==> src/rtl/tphc_pkg.sv <==
// shared constants and helper functions of the compensation pipeline
package tphc_pkg;

   localparam int HUM_FRAC_BITS_DEF = 10;

   // configuration register indexes
   localparam logic [2:0] CSR_TEMP       = 3'd0;
   localparam logic [2:0] CSR_PRESS_LO   = 3'd1;
   localparam logic [2:0] CSR_PRESS_HI   = 3'd2;
   localparam logic [2:0] CSR_PRESS_NINE = 3'd3;
   localparam logic [2:0] CSR_HUM        = 3'd4;

   // q24 fixed point
   localparam logic signed [63:0] Q_ONE = 64'sd16777216;
   localparam logic signed [63:0] Q_LIM = 64'sd4611686018427387903;
   localparam logic signed [63:0] Q_HUNDRED = 64'sd1677721600;

   localparam int DIV_W = 32;

   function automatic logic [31:0] sra32(input logic [31:0] x, input int n);
      logic signed [31:0] s;
      s = $signed(x);
      return 32'(s >>> n);
   endfunction

   function automatic logic [31:0] sx16(input logic [15:0] x);
      return {{16{x[15]}}, x};
   endfunction

   function automatic logic signed [63:0] qsat(input logic signed [63:0] v);
      logic signed [63:0] r;
      r = v;
      if (v > Q_LIM) r = Q_LIM;
      if (v < -Q_LIM) r = -Q_LIM;
      return r;
   endfunction

   // divide by four, truncating toward zero
   function automatic logic signed [63:0] div4_tz(input logic signed [63:0] p);
      logic signed [63:0] adj;
      adj = p + (p[63] ? 64'sd3 : 64'sd0);
      return adj >>> 2;
   endfunction

endpackage

==> src/rtl/tphc_div.sv <==
// pipelined unsigned restoring divider, one quotient bit per stage
module tphc_div
   import tphc_pkg::*;
#(
   parameter int SIDE_W = 2
) (
   input  logic              clock,
   input  logic [DIV_W-1:0]  in_dividend,
   input  logic [DIV_W-1:0]  in_divisor,
   input  logic [SIDE_W-1:0] in_side,
   output logic [DIV_W-1:0]  out_quotient,
   output logic [SIDE_W-1:0] out_side
);
   logic [DIV_W-1:0]  rem_ff  [DIV_W];
   logic [DIV_W-1:0]  work_ff [DIV_W];
   logic [DIV_W-1:0]  dsr_ff  [DIV_W];
   logic [SIDE_W-1:0] side_ff [DIV_W];

   for (genvar i = 0; i < DIV_W; i++) begin : g_step
      logic [DIV_W-1:0]  rem_prev, work_prev, dsr_prev;
      logic [SIDE_W-1:0] side_prev;
      logic [DIV_W:0]    trial, diff;
      logic              ge;

      if (i == 0) begin : g_first
         assign rem_prev  = '0;
         assign work_prev = in_dividend;
         assign dsr_prev  = in_divisor;
         assign side_prev = in_side;
      end else begin : g_rest
         assign rem_prev  = rem_ff[i-1];
         assign work_prev = work_ff[i-1];
         assign dsr_prev  = dsr_ff[i-1];
         assign side_prev = side_ff[i-1];
      end

      always_comb begin
         trial = {rem_prev, work_prev[DIV_W-1]};
         diff  = trial - {1'b0, dsr_prev};
         ge    = !diff[DIV_W];
      end

      always_ff @(posedge clock) begin
         rem_ff[i]  <= ge ? diff[DIV_W-1:0] : trial[DIV_W-1:0];
         work_ff[i] <= {work_prev[DIV_W-2:0], ge};
         dsr_ff[i]  <= dsr_prev;
         side_ff[i] <= side_prev;
      end
   end

   assign out_quotient = work_ff[DIV_W-1];
   assign out_side     = side_ff[DIV_W-1];
endmodule

==> config.mk <==
export PLATFORM = sky130hd
export DESIGN_NAME = tphc_div
export DESIGN_NICKNAME = d
export VERILOG_FILES = /design/src/rtl/tphc_pkg.sv /design/src/rtl/tphc_div.sv
export SDC_FILE = /design/constraint.sdc
export NUM_CORES = 2
export LEC_CHECK = 0
export BUFFER_PORTS_ARGS = -buffer_cell sky130_fd_sc_hd__buf_2
export CORE_ASPECT_RATIO = 0.7
export CORE_MARGIN = 2
export CORE_UTILIZATION = 50
export DETAILED_ROUTE_END_ITERATION = 12
export PLACE_DENSITY = 0.74
export SETUP_SLACK_MARGIN = 0.15
export SYNTH_ARGS = -nofsm -noshare
export SYNTH_HDL_FRONTEND = slang
export SYNTH_SLANG_ARGS = --single-unit
==> constraint.sdc <==
create_clock -name clock -period 4.04 [get_ports clock]
set_input_delay 0.808 -clock clock [delete_from_list [all_inputs] [get_ports clock]]
set_output_delay 0.808 -clock clock [all_outputs]
set_load 0.01 [all_outputs]
==> results by group <==
Run status
  – Status: complete, no violations

Worst setup path
  – Critical Path Fanout Max: 5
  – FF-to-FF setup slack: ~0.056 ns
  – Worst Path Class, Setup: register to register
  – CP endpoint kind: register
  – Crit path DAT: roughly 4.7 ns
  – CP startpoint kind: register
  – WP data required: 4.77 ns

Drt
  – Routed wire length: roughly 290000 um
  – Metal3 WL: about 30000 um
  – DRC: 0
  – Routed len/inst: roughly 18 um
  – DR top layer: met5
  – Post-DR vias/cell: around 5.3
  – Metal2 WL: 98800 um
  – WL met1: 153100 um
  – Drt initial violations: 8209
  – Post-DRT Antenna Nets: 0
  – Via count: between 80000 and 90000
  – First-pass detailed-route iteration total: 6

Logic synthesis
  – Post-Synthesis Cells: roughly 12000
  – Seq cells post-synth: a little over 3000
  – Post-synthesis average cell area: around 10 um2
  – Post-synth ARST share: 0%
  – Post-synth EDFFs: 0
  – Post-synthesis cell area: ~0.12 mm2
  – Cell variety after synth: between 90 and 100
  – Synth Warn #: 0
  – Main synth FF type: dfxtp_1
  – Register area share after synthesis: ~50%

Floorplan
  – Initial core utilization: 50.29%
  – Die H: about 420 um
  – Core Rows: 152
  – IO Pins: 101
  – Die Area: about 0.25 mm2
  – Core area: 0.2451 mm2
  – Die Wd: between 500 and 600 um

Finish
  – Share of layout cells above drive strength 1: 16.58%
  – Final Instance Count excl. Fillers: roughly 16000
  – Fin nets: roughly 14000
  – Synthesis-to-finish area growth: 16.96%

Global route
  – Gr usage total: a little over a fifth
  – Remaining Overflow, GRT: 0
  – Global-route wire length before repair: 436100 um
  – Largest net degree at the start of global routing: 40
  – Initial antenna violation count: 13
  – Vias in the first global route: about 79000

Timing
  – Fin. Hold Viols: 0
  – Max-slew headroom: around 45%
  – # setup viols final: 0
  – RSZ-0062 raised after global routing: yes
  – Slew Viols, Final: 0
  – PnR worst setup slack: approximately 0.056 ns
  – Final Cycle Share: 98.62%
  – FMAX: 251.0 MHz
  – Clk_skew: roughly 0.070 ns
  – Worst-Margin Slew: around 0.83 ns
  – Final Critical Period: between 3 and 4 ns

Clocking
  – # clock sinks: 3072
  – CTS tree: built
  – Clk_lat worst skew: roughly 0.88 ns
  – H-tree Lvls: 5
  – Max clock buf depth: 4
  – Clock transition at path regs: 0.07 ns
  – Num CTS Buffers: 290
  – Root buf cell: clkbuf_16

Power
  – Comb pwr share: between 50% and 60%
  – Clock group share of total power: between 10% and 20%
  – NetSw: 55.17 mW
  – Pwr dens: slightly above 1000 mW/mm2
  – Reg power frac: between 20 and 30%
  – Pint: 94.65 mW
  – LEAKAGE: between 60 and 70 nW
  – Max rail drop VDD: between 0.001 and 0.0015 V
  – Sw Ratio: a little under two fifths

Min path
  – Hold Crit Class: input pin to register

Placed design
  – Detailed Place HPWL: 198200 um
  – Placed Cells: 15290
  – Pre-CTS setup slack: -0.2124 ns
  – GP Congestion: around 0.96
  – IO Port Bufs: 100

Flow run
  – Max-cap viol count: 0
==> timing repair <==
action,CTS,global route
resized for setup,121,374
pin swaps,52,100
hold buffers,26,0
setup endpoints to repair,602,912
gates cloned,18,25
setup buffers,38,62
endpoints found under the hold margin,26,0
==> state kept, by name (all words and copies together) (netlist names) <==
name / cells
side_ff: 64
work_ff: 1024
rem_ff: 992
dsr_ff: 992
==> cell usage in the layout (no fill, tap or decap), types with 119 or more instances in the layout <==
master,n
dfxtp_1,3052
inv_1,1224
ha_1,978
a21oi_1,851
mux2_2,608
xnor2_1,560
nor2_1,507
o21ai_0,493
nand2_1,489
a21o_1,453
buf_4,352
clkbuf_16,316
xor2_1,256
nand3_1,159
mux2_4,154
nor2b_1,140
o21a_1,140
nand2b_1,119
==> layout make-up <==
class | count | area (um2)
fill | 19610 | 100900
sequential | 3072 | 61520
multi-input combinational | 7331 | 58460
clock buffer | 392 | 8294
timing repair buffer | 591 | 5703
inverter | 1232 | 4624
tap | 3234 | 4046
clock inverter | 118 | 1551
antenna | 1 | 2.502
==> synthesized netlist by cell type (28+ instances only) <==
master	instances	area share (%)
xnor2_1	580	4.1
and3_1	89	0.45
nor4_1	30	0.15
dfxtp_1	3072	50
a21boi_0	33	0.20
a211oi_1	62	0.38
a21o_1	453	2.8
fa_1	30	0.49
nor3_1	109	0.44
nand2_1	491	1.5
o21bai_1	73	0.44
inv_1	1231	3.7
or2_2	28	0.14
o211ai_1	43	0.26
nor2_1	510	1.6
mux2_2	714	6.5
o31ai_1	68	0.41
or3_1	47	0.24
a21oi_1	882	3.6
xor2_1	260	1.8
o21ai_0	526	2.1
a31oi_1	95	0.48
o21a_1	143	0.87
nand4_1	85	0.43
ha_1	993	10
nand2b_1	119	0.60
buf_2	60	0.24
and2_1	31	0.16
clkbuf_1	127	0.39
mux2i_1	74	0.60
o31a_1	36	0.26
nand3_1	159	0.65
nor2b_1	152	0.77
==> power groups by stage <==
stage	Clock, mW	Sequential (mW)	Combinational, mW
final	28.2	44.1	77.5
after global routing	30.0	44.9	83.6
after CTS	28.8	44.0	69.7
after detailed placement	0	44.5	65.2
after global placement	0	44.6	63.9
after floorplan	0	42.6	49.7
==> metrics by stage <==
step	cell area (um2)	util (%)	power, mW	TNS, ns	hold WS (ns)
4_1_cts	141600	57.76	142.5	0	0.0003301
3_5_place_dp	130100	53.09	109.7	-8.249	0.3121
3_3_place_gp	130100	53.09	108.4	-5.099	0.3096
5_1_grt	144200	58.82	158.5	-0.1362	0.01438
2_1_floorplan	123300	-	92.35	0	0.3096
6_report	144200	58.82	149.8	0	0.06150
==> logic make-up after synthesis <==
group | after synthesis | share of synthesized area (%)
AOI/OAI and AO/OA | 2692 | 13.88
xor gates and xnor gates | 844 | 6.020
adders and majority gates | 1023 | 10.56
buffers and inverters | 1430 | 4.436
DFF | 3072 | 49.88
muxes | 842 | 7.697
other | 1 | 0.003042
and+or+nand+nor | 1915 | 7.519
==> worst paths after layout <==
path / from / to / depth (start not counted)
max reg2reg: work_ff[16][31] / rem_ff[1][34] / 16
max: work_ff[16][31] / rem_ff[1][34] / 16
min reg2reg: work_ff[26][8] / work_ff[27][9] / 0
min: in_divisor[5] / dsr_ff[0][5] / 1
==> layer usage <==
layer	global-route usage, %	vias up
met2	25.85	2728
met3	5.875	345
met4	4.446	6
met5	0	-
met1	35.78	40060
li1	-	42230
==> worst max-delay path, cell delays in order, from the launching register on <==
cell       delay, ns
dfxtp_2         0.32
inv_2           0.08
ha_4            0.14
fa_2            0.23
nor2b_4         0.05
o31a_2          0.30
or4_4           0.44
a21oi_4         0.22
o21ai_4         0.13
a31o_4          0.27
a2111oi_4       0.38
o31ai_2         0.14
a21oi_2         0.27
xnor2_4         0.24
buf_12          0.18
buf_12          0.15
mux2_4          0.30
Note: power is estimated with default switching activity, not from simulation.
