==> config.mk <==
export PLATFORM = sky130hd
export DESIGN_NAME = tphc_delay
export DESIGN_NICKNAME = d
export VERILOG_FILES = /design/src/rtl/tphc_delay.sv
export SDC_FILE = /design/constraint.sdc
export NUM_CORES = 1
export LEC_CHECK = 0
export BUFFER_PORTS_ARGS = -buffer_cell sky130_fd_sc_hd__clkbuf_2
export CAP_MARGIN = 10
export CELL_PAD_IN_SITES_DETAIL_PLACEMENT = 1
export CELL_PAD_IN_SITES_GLOBAL_PLACEMENT = 1
export CORE_MARGIN = 2
export CORE_UTILIZATION = 25
export CTS_BUF_LIST = sky130_fd_sc_hd__clkbuf_2 sky130_fd_sc_hd__clkbuf_4 sky130_fd_sc_hd__clkbuf_8
export DETAILED_ROUTE_END_ITERATION = 16
export GPL_ROUTABILITY_DRIVEN = 0
export MAX_ROUTING_LAYER = met4
export PLACE_DENSITY_LB_ADDON = 0.1
export REMOVE_ABC_BUFFERS = 1
export SLEW_MARGIN = 20
export SYNTH_ARGS = -nofsm -noshare
export SYNTH_HDL_FRONTEND = slang
export SYNTH_SLANG_ARGS = --single-unit
==> constraint.sdc <==
create_clock -name clock -period 0.8 [get_ports clock]
set_input_delay 0.16 -clock clock [delete_from_list [all_inputs] [get_ports clock]]
set_output_delay 0.16 -clock clock [all_outputs]
set_load 0.02 [all_outputs]
==> src/rtl/tphc_delay.sv <==
// fixed-length delay line for payload alignment
module tphc_delay #(
   parameter int WIDTH = 32,
   parameter int DEPTH = 1
) (
   input  logic             clock,
   input  logic [WIDTH-1:0] d,
   output logic [WIDTH-1:0] q
);
   logic [WIDTH-1:0] tap_ff [DEPTH];

   always_ff @(posedge clock) begin
      tap_ff[0] <= d;
      for (int k = 1; k < DEPTH; k++) begin
         tap_ff[k] <= tap_ff[k-1];
      end
   end

   assign q = tap_ff[DEPTH-1];
endmodule

==> results.json, run 1 <==
{
  "place_ws_ps": 175,
  "cts_setup_buffers": 0,
  "p_per_area_mw_per_mm2": 1900,
  "crit_chain": "buf_8",
  "path_buf_inv": 1,
  "drtIter0Drc": 1,
  "cts.sinks": 32,
  "dieHeight_microns": 54.6,
  "diodes": 0,
  "vias_per_cell": 3.86,
  "crit_cells": 1,
  "ys_types": 1,
  "antenna_found_initial": 0,
  "die_area_sq_mm": 0.00298,
  "grt_pass1_vias": 675,
  "rows": 18,
  "clk_path_buf_depth": 2,
  "largest_register": "tap_ff",
  "nNetsFinal": 168,
  "hold_path_class": "primary input to flop",
  "first_pass_iters": 2,
  "ys_top_cells_by_area": "dfxtp_1 100%",
  "die_x_microns": 54.6,
  "period_needed_ps": 936,
  "synth_area_leader_cell": "dfxtp_1",
  "grt_max_degree": 10,
  "cts_buffers": 5,
  "vdd_drop_max_mv": 1.39,
  "grt_overflow": 0,
  "cp-end-kind": "output pin",
  "yosys_register_bits": 32,
  "clk_pin_slew_worst_paths_ps": 90,
  "h-tree-depth": 2,
  "top_regs": "tap_ff (32)",
  "antenna_left": 0,
  "drive_above_1_share_pct": 76.5,
  "drc": 0,
  "drt-wirelength-per-cell_microns": 12.8,
  "seq_area_sq_um": 681,
  "cp.arrival_ps": 780,
  "synth_area_per_cell_sq_um": 20.0,
  "crit_required_ps": 640,
  "violations": "setup timing",
  "fillers": 230,
  "status": "finished with violations",
  "multi_input_area_sq_um": 0,
  "cp-startpoint": "tap_ff[0][25]",
  "pin_count": 65,
  "yosys_warnings": 0,
  "largest_reg_flops": 32,
  "rsz0062_at_grt": "true",
  "fin_ws_ps": -136,
  "io_buffers": 64,
  "critPathMaxStageDelay_ps": 340,
  "setup_violations": 32,
  "core_sq_mm": 0.00245,
  "syn_to_final_growth_pct": 172,
  "cts_tree": "done",
  "cts_root_buffer": "clkbuf_4",
  "ys_seq_area_share_pct": 100,
  "drv_cap": 0,
  "grtUsageTotal_pct": 16.2,
  "endpoint": "q[25]",
  "cp_max_fo": 1,
  "final_util_pct": 71.1,
  "syn_area_sq_um": 641,
  "synth_top_area_share_pct": 100,
  "crit_type": "flop to output pin",
  "hold_viol": 0,
  "slew_headroom_pct": 94.1,
  "num-multi-input-gates": 0,
  "cp_top_family": "flip-flops",
  "grt_pass1_wl_microns": 2960,
  "fin_cells": 166,
  "slowest_stage": "dfxtp_2",
  "fin_setup_tns_ps": -4070,
  "timing.fmax_ghz": 1.07,
  "critPathLaunchType": "flop",
  "report.final.slew_viol_count": 0,
  "worst_pin_slew_ps": 88.3,
  "vias": 640,
  "post-route-period-util_pct": 117,
  "total_leakage_power_nw": 0.814,
  "place_inst": 126,
  "routed_wl_microns": 2130,
  "syn_inst": 32,
  "start_util_pct": 26.1
}
-- logic make-up after synthesis --
| family | Yosys count | synth area share, % |
|---|---|---|
| flops | 32 | 100 |
-- cell usage after synthesis --
cell / count
dfxtp_1: 32
-- metrics by stage --
step	total power, mW	hold WS (ps)	cell area [sq um]
2_1_floorplan	1.85	188	641
3_3_place_gp	2.00	263	998
3_5_place_dp	2.00	265	998
4_1_cts	3.29	453	1710
5_1_grt	3.47	457	1750
6_report	3.31	479	1750
-- worst min path at each step --
| stage | startpoint | end | slack, ps | depth (start not counted) |
|---|---|---|---|---|
| final | d[28] | tap_ff[0][28] | 480 | 2 |
| after global routing | d[3] | tap_ff[0][3] | 460 | 2 |
| after global placement | d[31] | tap_ff[0][31] | 260 | 1 |
| after CTS | d[12] | tap_ff[0][12] | 450 | 2 |
| after detailed placement | d[6] | tap_ff[0][6] | 260 | 1 |
| after floorplan | d[0] | tap_ff[0][0] | 190 | 0 |
-- layout make-up --
type / instances / area share (%)
Timing Repair Buffer: 96 / 55.1
Clock buffer: 8 / 3.80
Sequential cell: 32 / 39.0
Tap cell: 30 / 2.15
-- layer usage --
layer	wire, microns	GRT usage, %	part of all wire [%]	vias to the layer above
li1	-	-	-	302
met1	647	14.0	30	297
met2	1300	29.4	61	39
met3	175	7.92	8.2	2
met4	9	6.25	0.42	0
met5	0	-	0	-
-- layout by cell type, fill, tap and decap left out --
cell type / netlist / routed
clkbuf_8: 0 / 1
clkbuf_2: 0 / 32
dfxtp_2: 0 / 32
buf_8: 0 / 32
dlygate4sd3_1: 0 / 32
clkbuf_4: 0 / 7
-- where the power goes --
part	internal [mW]	switching (mW)	total, mW
Sequential	1.70	0.0561	1.75
Combinational	0.368	0.186	0.554
Clock	0.501	0.501	1.00
Total	2.57	0.743	3.31
-- timing repair --
action,CTS,global route
endpoints found under the setup margin,32,32
gates resized for setup,96,32
hold endpoints to repair,32,0
pin swaps,0,0
hold buffers,32,0
Note: power is estimated with default switching activity, not from simulation.
==> run 2: changes to the inputs <==
- CORE_MARGIN: 2 -> 3
==> results.json, run 2 (synthesis results as in run 1) <==
{
  "crit_chain": "buf_8",
  "start_util_pct": 27.6,
  "critPathMaxStageDelay_ps": 370,
  "cts.sinks": 32,
  "grt_overflow": 0,
  "cp.arrival_ps": 840,
  "antenna_left": 0,
  "grt_max_degree": 10,
  "crit_required_ps": 640,
  "first_pass_iters": 3,
  "fin_setup_tns_ps": -5300,
  "vias_per_cell": 4.01,
  "nNetsFinal": 168,
  "diodes": 0,
  "status": "finished with violations",
  "violations": "setup timing",
  "post-route-period-util_pct": 124,
  "timing.fmax_ghz": 1.00,
  "drive_above_1_share_pct": 76.5,
  "vias": 658,
  "grtUsageTotal_pct": 21.7,
  "routed_wl_microns": 3510,
  "report.final.slew_viol_count": 0,
  "cts_root_buffer": "clkbuf_4",
  "period_needed_ps": 996,
  "drc": 0,
  "fillers": 201,
  "vdd_drop_max_mv": 2.07,
  "place_inst": 124,
  "drv_cap": 0,
  "setup_violations": 32,
  "drtIter0Drc": 8,
  "fin_cells": 164,
  "core_sq_mm": 0.00232,
  "dieHeight_microns": 56.6,
  "hold_path_class": "primary input to flop",
  "clk_path_buf_depth": 2,
  "slew_headroom_pct": 93.1,
  "h-tree-depth": 2,
  "clk_pin_slew_worst_paths_ps": 100,
  "seq_area_sq_um": 681,
  "largest_reg_flops": 32,
  "total_leakage_power_nw": 0.814,
  "p_per_area_mw_per_mm2": 1970,
  "grt_pass1_wl_microns": 4700,
  "worst_pin_slew_ps": 103,
  "slowest_stage": "dfxtp_2",
  "top_regs": "tap_ff (32)",
  "cts_buffers": 5,
  "cts_tree": "done",
  "path_buf_inv": 1,
  "rows": 17,
  "io_buffers": 64,
  "grt_pass1_vias": 831,
  "cp-end-kind": "output pin",
  "cp-startpoint": "tap_ff[0][3]",
  "die_area_sq_mm": 0.00321,
  "drt-wirelength-per-cell_microns": 21.4,
  "final_util_pct": 75.2,
  "crit_type": "flop to output pin",
  "cp_top_family": "flip-flops",
  "rsz0062_at_grt": "true",
  "num-multi-input-gates": 0,
  "final_cell_mix": "32 x dlygate4sd3_1, 32 x clkbuf_2, 32 x buf_8, 32 x dfxtp_2, 7 x clkbuf_4",
  "antenna_found_initial": 0,
  "largest_register": "tap_ff",
  "endpoint": "q[3]",
  "die_x_microns": 56.6,
  "syn_to_final_growth_pct": 172,
  "pin_count": 65,
  "hold_viol": 0,
  "fin_ws_ps": -196,
  "critPathLaunchType": "flop",
  "multi_input_area_sq_um": 0,
  "crit_cells": 1,
  "cp_max_fo": 1
}
[run 2: final cells by class]
class / instances / area share, %
clock buffer: 8 / 3.80
sequential: 32 / 39.1
timing repair buffer: 96 / 55.1
tap: 28 / 2.01
[run 2: metrics by stage]
step | total power, mW | setup WS (ps) | hold slack [ps] | area (sq um)
after floorplan | 1.85 | 245 | 188 | 641
after global placement | 2.00 | 189 | 263 | 996
after detailed placement | 2.00 | 179 | 264 | 996
after CTS | 3.27 | -171 | 452 | 1700
after global routing | 3.57 | -230 | 436 | 1740
final | 3.43 | -196 | 457 | 1740
[run 2: power breakdown]
group	switching (mW)	internal, mW	total (mW)
clock network	0.582	0.501	1.08
registers	0.0640	1.70	1.76
logic	0.214	0.369	0.583
[run 2: metal layers]
| metal | part of all wire [%] | track usage [%] | vias to the layer above |
|---|---|---|---|
| met1 | 31 | 20.5 | 310 |
| met4 | 2.5 | 11.2 | 0 |
| met3 | 5.9 | 5.75 | 8 |
| met5 | 0 | - | - |
| met2 | 60 | 39.8 | 38 |
| li1 | - | - | 302 |
[run 2: timing repair]
| action | 4_1_cts | 5_1_grt |
|---|---|---|
| setup buffers | 0 | 0 |
| hold buffers | 32 | 0 |
| hold endpoints to repair | 32 | 0 |
| resized for setup | 96 | 32 |
| endpoints found under the setup margin | 32 | 32 |
| pin swaps | 0 | 0 |
[run 2: worst min path at each step]
| stage | startpoint | end | cells after the start |
|---|---|---|---|
| global route | d[17] | tap_ff[0][17] | 2 |
| detailed placement | d[30] | tap_ff[0][30] | 1 |
| CTS | d[6] | tap_ff[0][6] | 2 |
| floorplan | d[0] | tap_ff[0][0] | 0 |
| global placement | d[9] | tap_ff[0][9] | 1 |
| finish | d[17] | tap_ff[0][17] | 2 |
==> run 3: changes to the inputs <==
- GPL_TIMING_DRIVEN: default -> 0
- SKIP_LAST_GASP: default -> 1
==> results.json, run 3 (synthesis results as in run 1) <==
{
  "place_inst": 124,
  "pin_count": 65,
  "crit_chain": "buf_8",
  "clk_path_buf_depth": 2,
  "clk_pin_slew_worst_paths_ps": 100,
  "grt_max_degree": 10,
  "crit_cells": 1,
  "first_pass_iters": 3,
  "post-route-period-util_pct": 122,
  "timing.fmax_ghz": 1.02,
  "start_util_pct": 27.6,
  "period_needed_ps": 976,
  "total_leakage_power_nw": 0.814,
  "grt_pass1_wl_microns": 4130,
  "cp_top_family": "flip-flops",
  "p_per_area_mw_per_mm2": 1950,
  "syn_to_final_growth_pct": 172,
  "grt_overflow": 0,
  "vias": 648,
  "fin_ws_ps": -176,
  "antenna_left": 0,
  "path_buf_inv": 1,
  "hold_path_class": "primary input to flop",
  "die_x_microns": 56.6,
  "multi_input_area_sq_um": 0,
  "grtUsageTotal_pct": 18.9,
  "hold-path-cell-count": 2,
  "cp-end-kind": "output pin",
  "vias_per_cell": 3.95,
  "dieHeight_microns": 56.6,
  "diodes": 0,
  "crit_type": "flop to output pin",
  "antenna_found_initial": 0,
  "cts_tree": "done",
  "worst_pin_slew_ps": 127,
  "grt_pass1_vias": 782,
  "cts_root_buffer": "clkbuf_4",
  "cts_setup_buffers": 0,
  "min-delay-start": "d[19]",
  "critPathMaxStageDelay_ps": 370,
  "h-tree-depth": 2,
  "crit_required_ps": 640,
  "nNetsFinal": 168,
  "cp-startpoint": "tap_ff[0][16]",
  "slowest_stage": "dfxtp_2",
  "slew_headroom_pct": 91.5,
  "violations": "setup timing",
  "rsz0062_at_grt": "true",
  "drc": 0,
  "drive_above_1_share_pct": 76.5,
  "largest_register": "tap_ff",
  "cp_max_fo": 1,
  "drt-wirelength-per-cell_microns": 21.1,
  "final_cell_mix": "32 x dlygate4sd3_1, 32 x clkbuf_2, 32 x buf_8, 32 x dfxtp_2, 7 x clkbuf_4",
  "rows": 17,
  "critPathLaunchType": "flop",
  "num-multi-input-gates": 0,
  "cp.arrival_ps": 820,
  "vdd_drop_max_mv": 1.37,
  "report.final.slew_viol_count": 0,
  "total_power_mw": 3.40,
  "cts_buffers": 5,
  "core_sq_mm": 0.00232,
  "largest_reg_flops": 32,
  "fin_cells": 164,
  "drtIter0Drc": 7,
  "die_area_sq_mm": 0.00321,
  "io_buffers": 64,
  "setup_violations": 32,
  "cts.sinks": 32,
  "top_regs": "tap_ff (32)",
  "status": "finished with violations",
  "routed_wl_microns": 3460,
  "hold_viol": 0,
  "drv_cap": 0
}
run 3: cell counts in the layout (fill, tap and decap cells not counted):
No cell type changed its count.
run 3: report_power, final:
group / total (mW) / internal (mW) / switching [mW]
Clock: 1.05 / 0.502 / 0.552
Combinational: 0.582 / 0.369 / 0.212
Sequential: 1.76 / 1.70 / 0.0638
run 3: worst paths after layout:
path	end	slack [ps]
max	q[16]	-180
min	tap_ff[0][19]	470
run 3: final cells by class:
| type | instances | area [sq um] |
|---|---|---|
| Sequential cell | 32 | 681 |
| Fill cell | 198 | 576 |
| Timing Repair Buffer | 96 | 961 |
| Clock buffer | 8 | 66.3 |
| Tap cell | 28 | 35.0 |
run 3: stage by stage:
step / TNS (ps) / instance area (sq um) / hold WS [ps] / util [%] / setup WS [ps]
finish: -4830 / 1740 / 471 / 75.2 / -176
global route: -5960 / 1740 / 455 / 75.2 / -216
CTS: -5170 / 1700 / 450 / 73.4 / -180
detailed placement: 0 / 996 / 265 / 43.0 / 176
global placement: 0 / 996 / 263 / 43.0 / 189
floorplan: 0 / 641 / 188 / - / 245
run 3: routing by layer:
metal	track usage [%]	part of all wire [%]	vias up	wire length [microns]
met2	35.8	59	35	2050
met5	-	0	-	0
met1	15.0	33	307	1130
met4	9.15	1.1	0	38
li1	-	-	301	-
met3	8.28	7.0	5	241
run 3: timing repair:
| item | in CTS | in global routing |
|---|---|---|
| hold endpoints to repair | 32 | 0 |
| hold buffers | 32 | 0 |
| cloned | 0 | 0 |
| gates resized for setup | 96 | 32 |
| setup endpoints to repair | 32 | 32 |
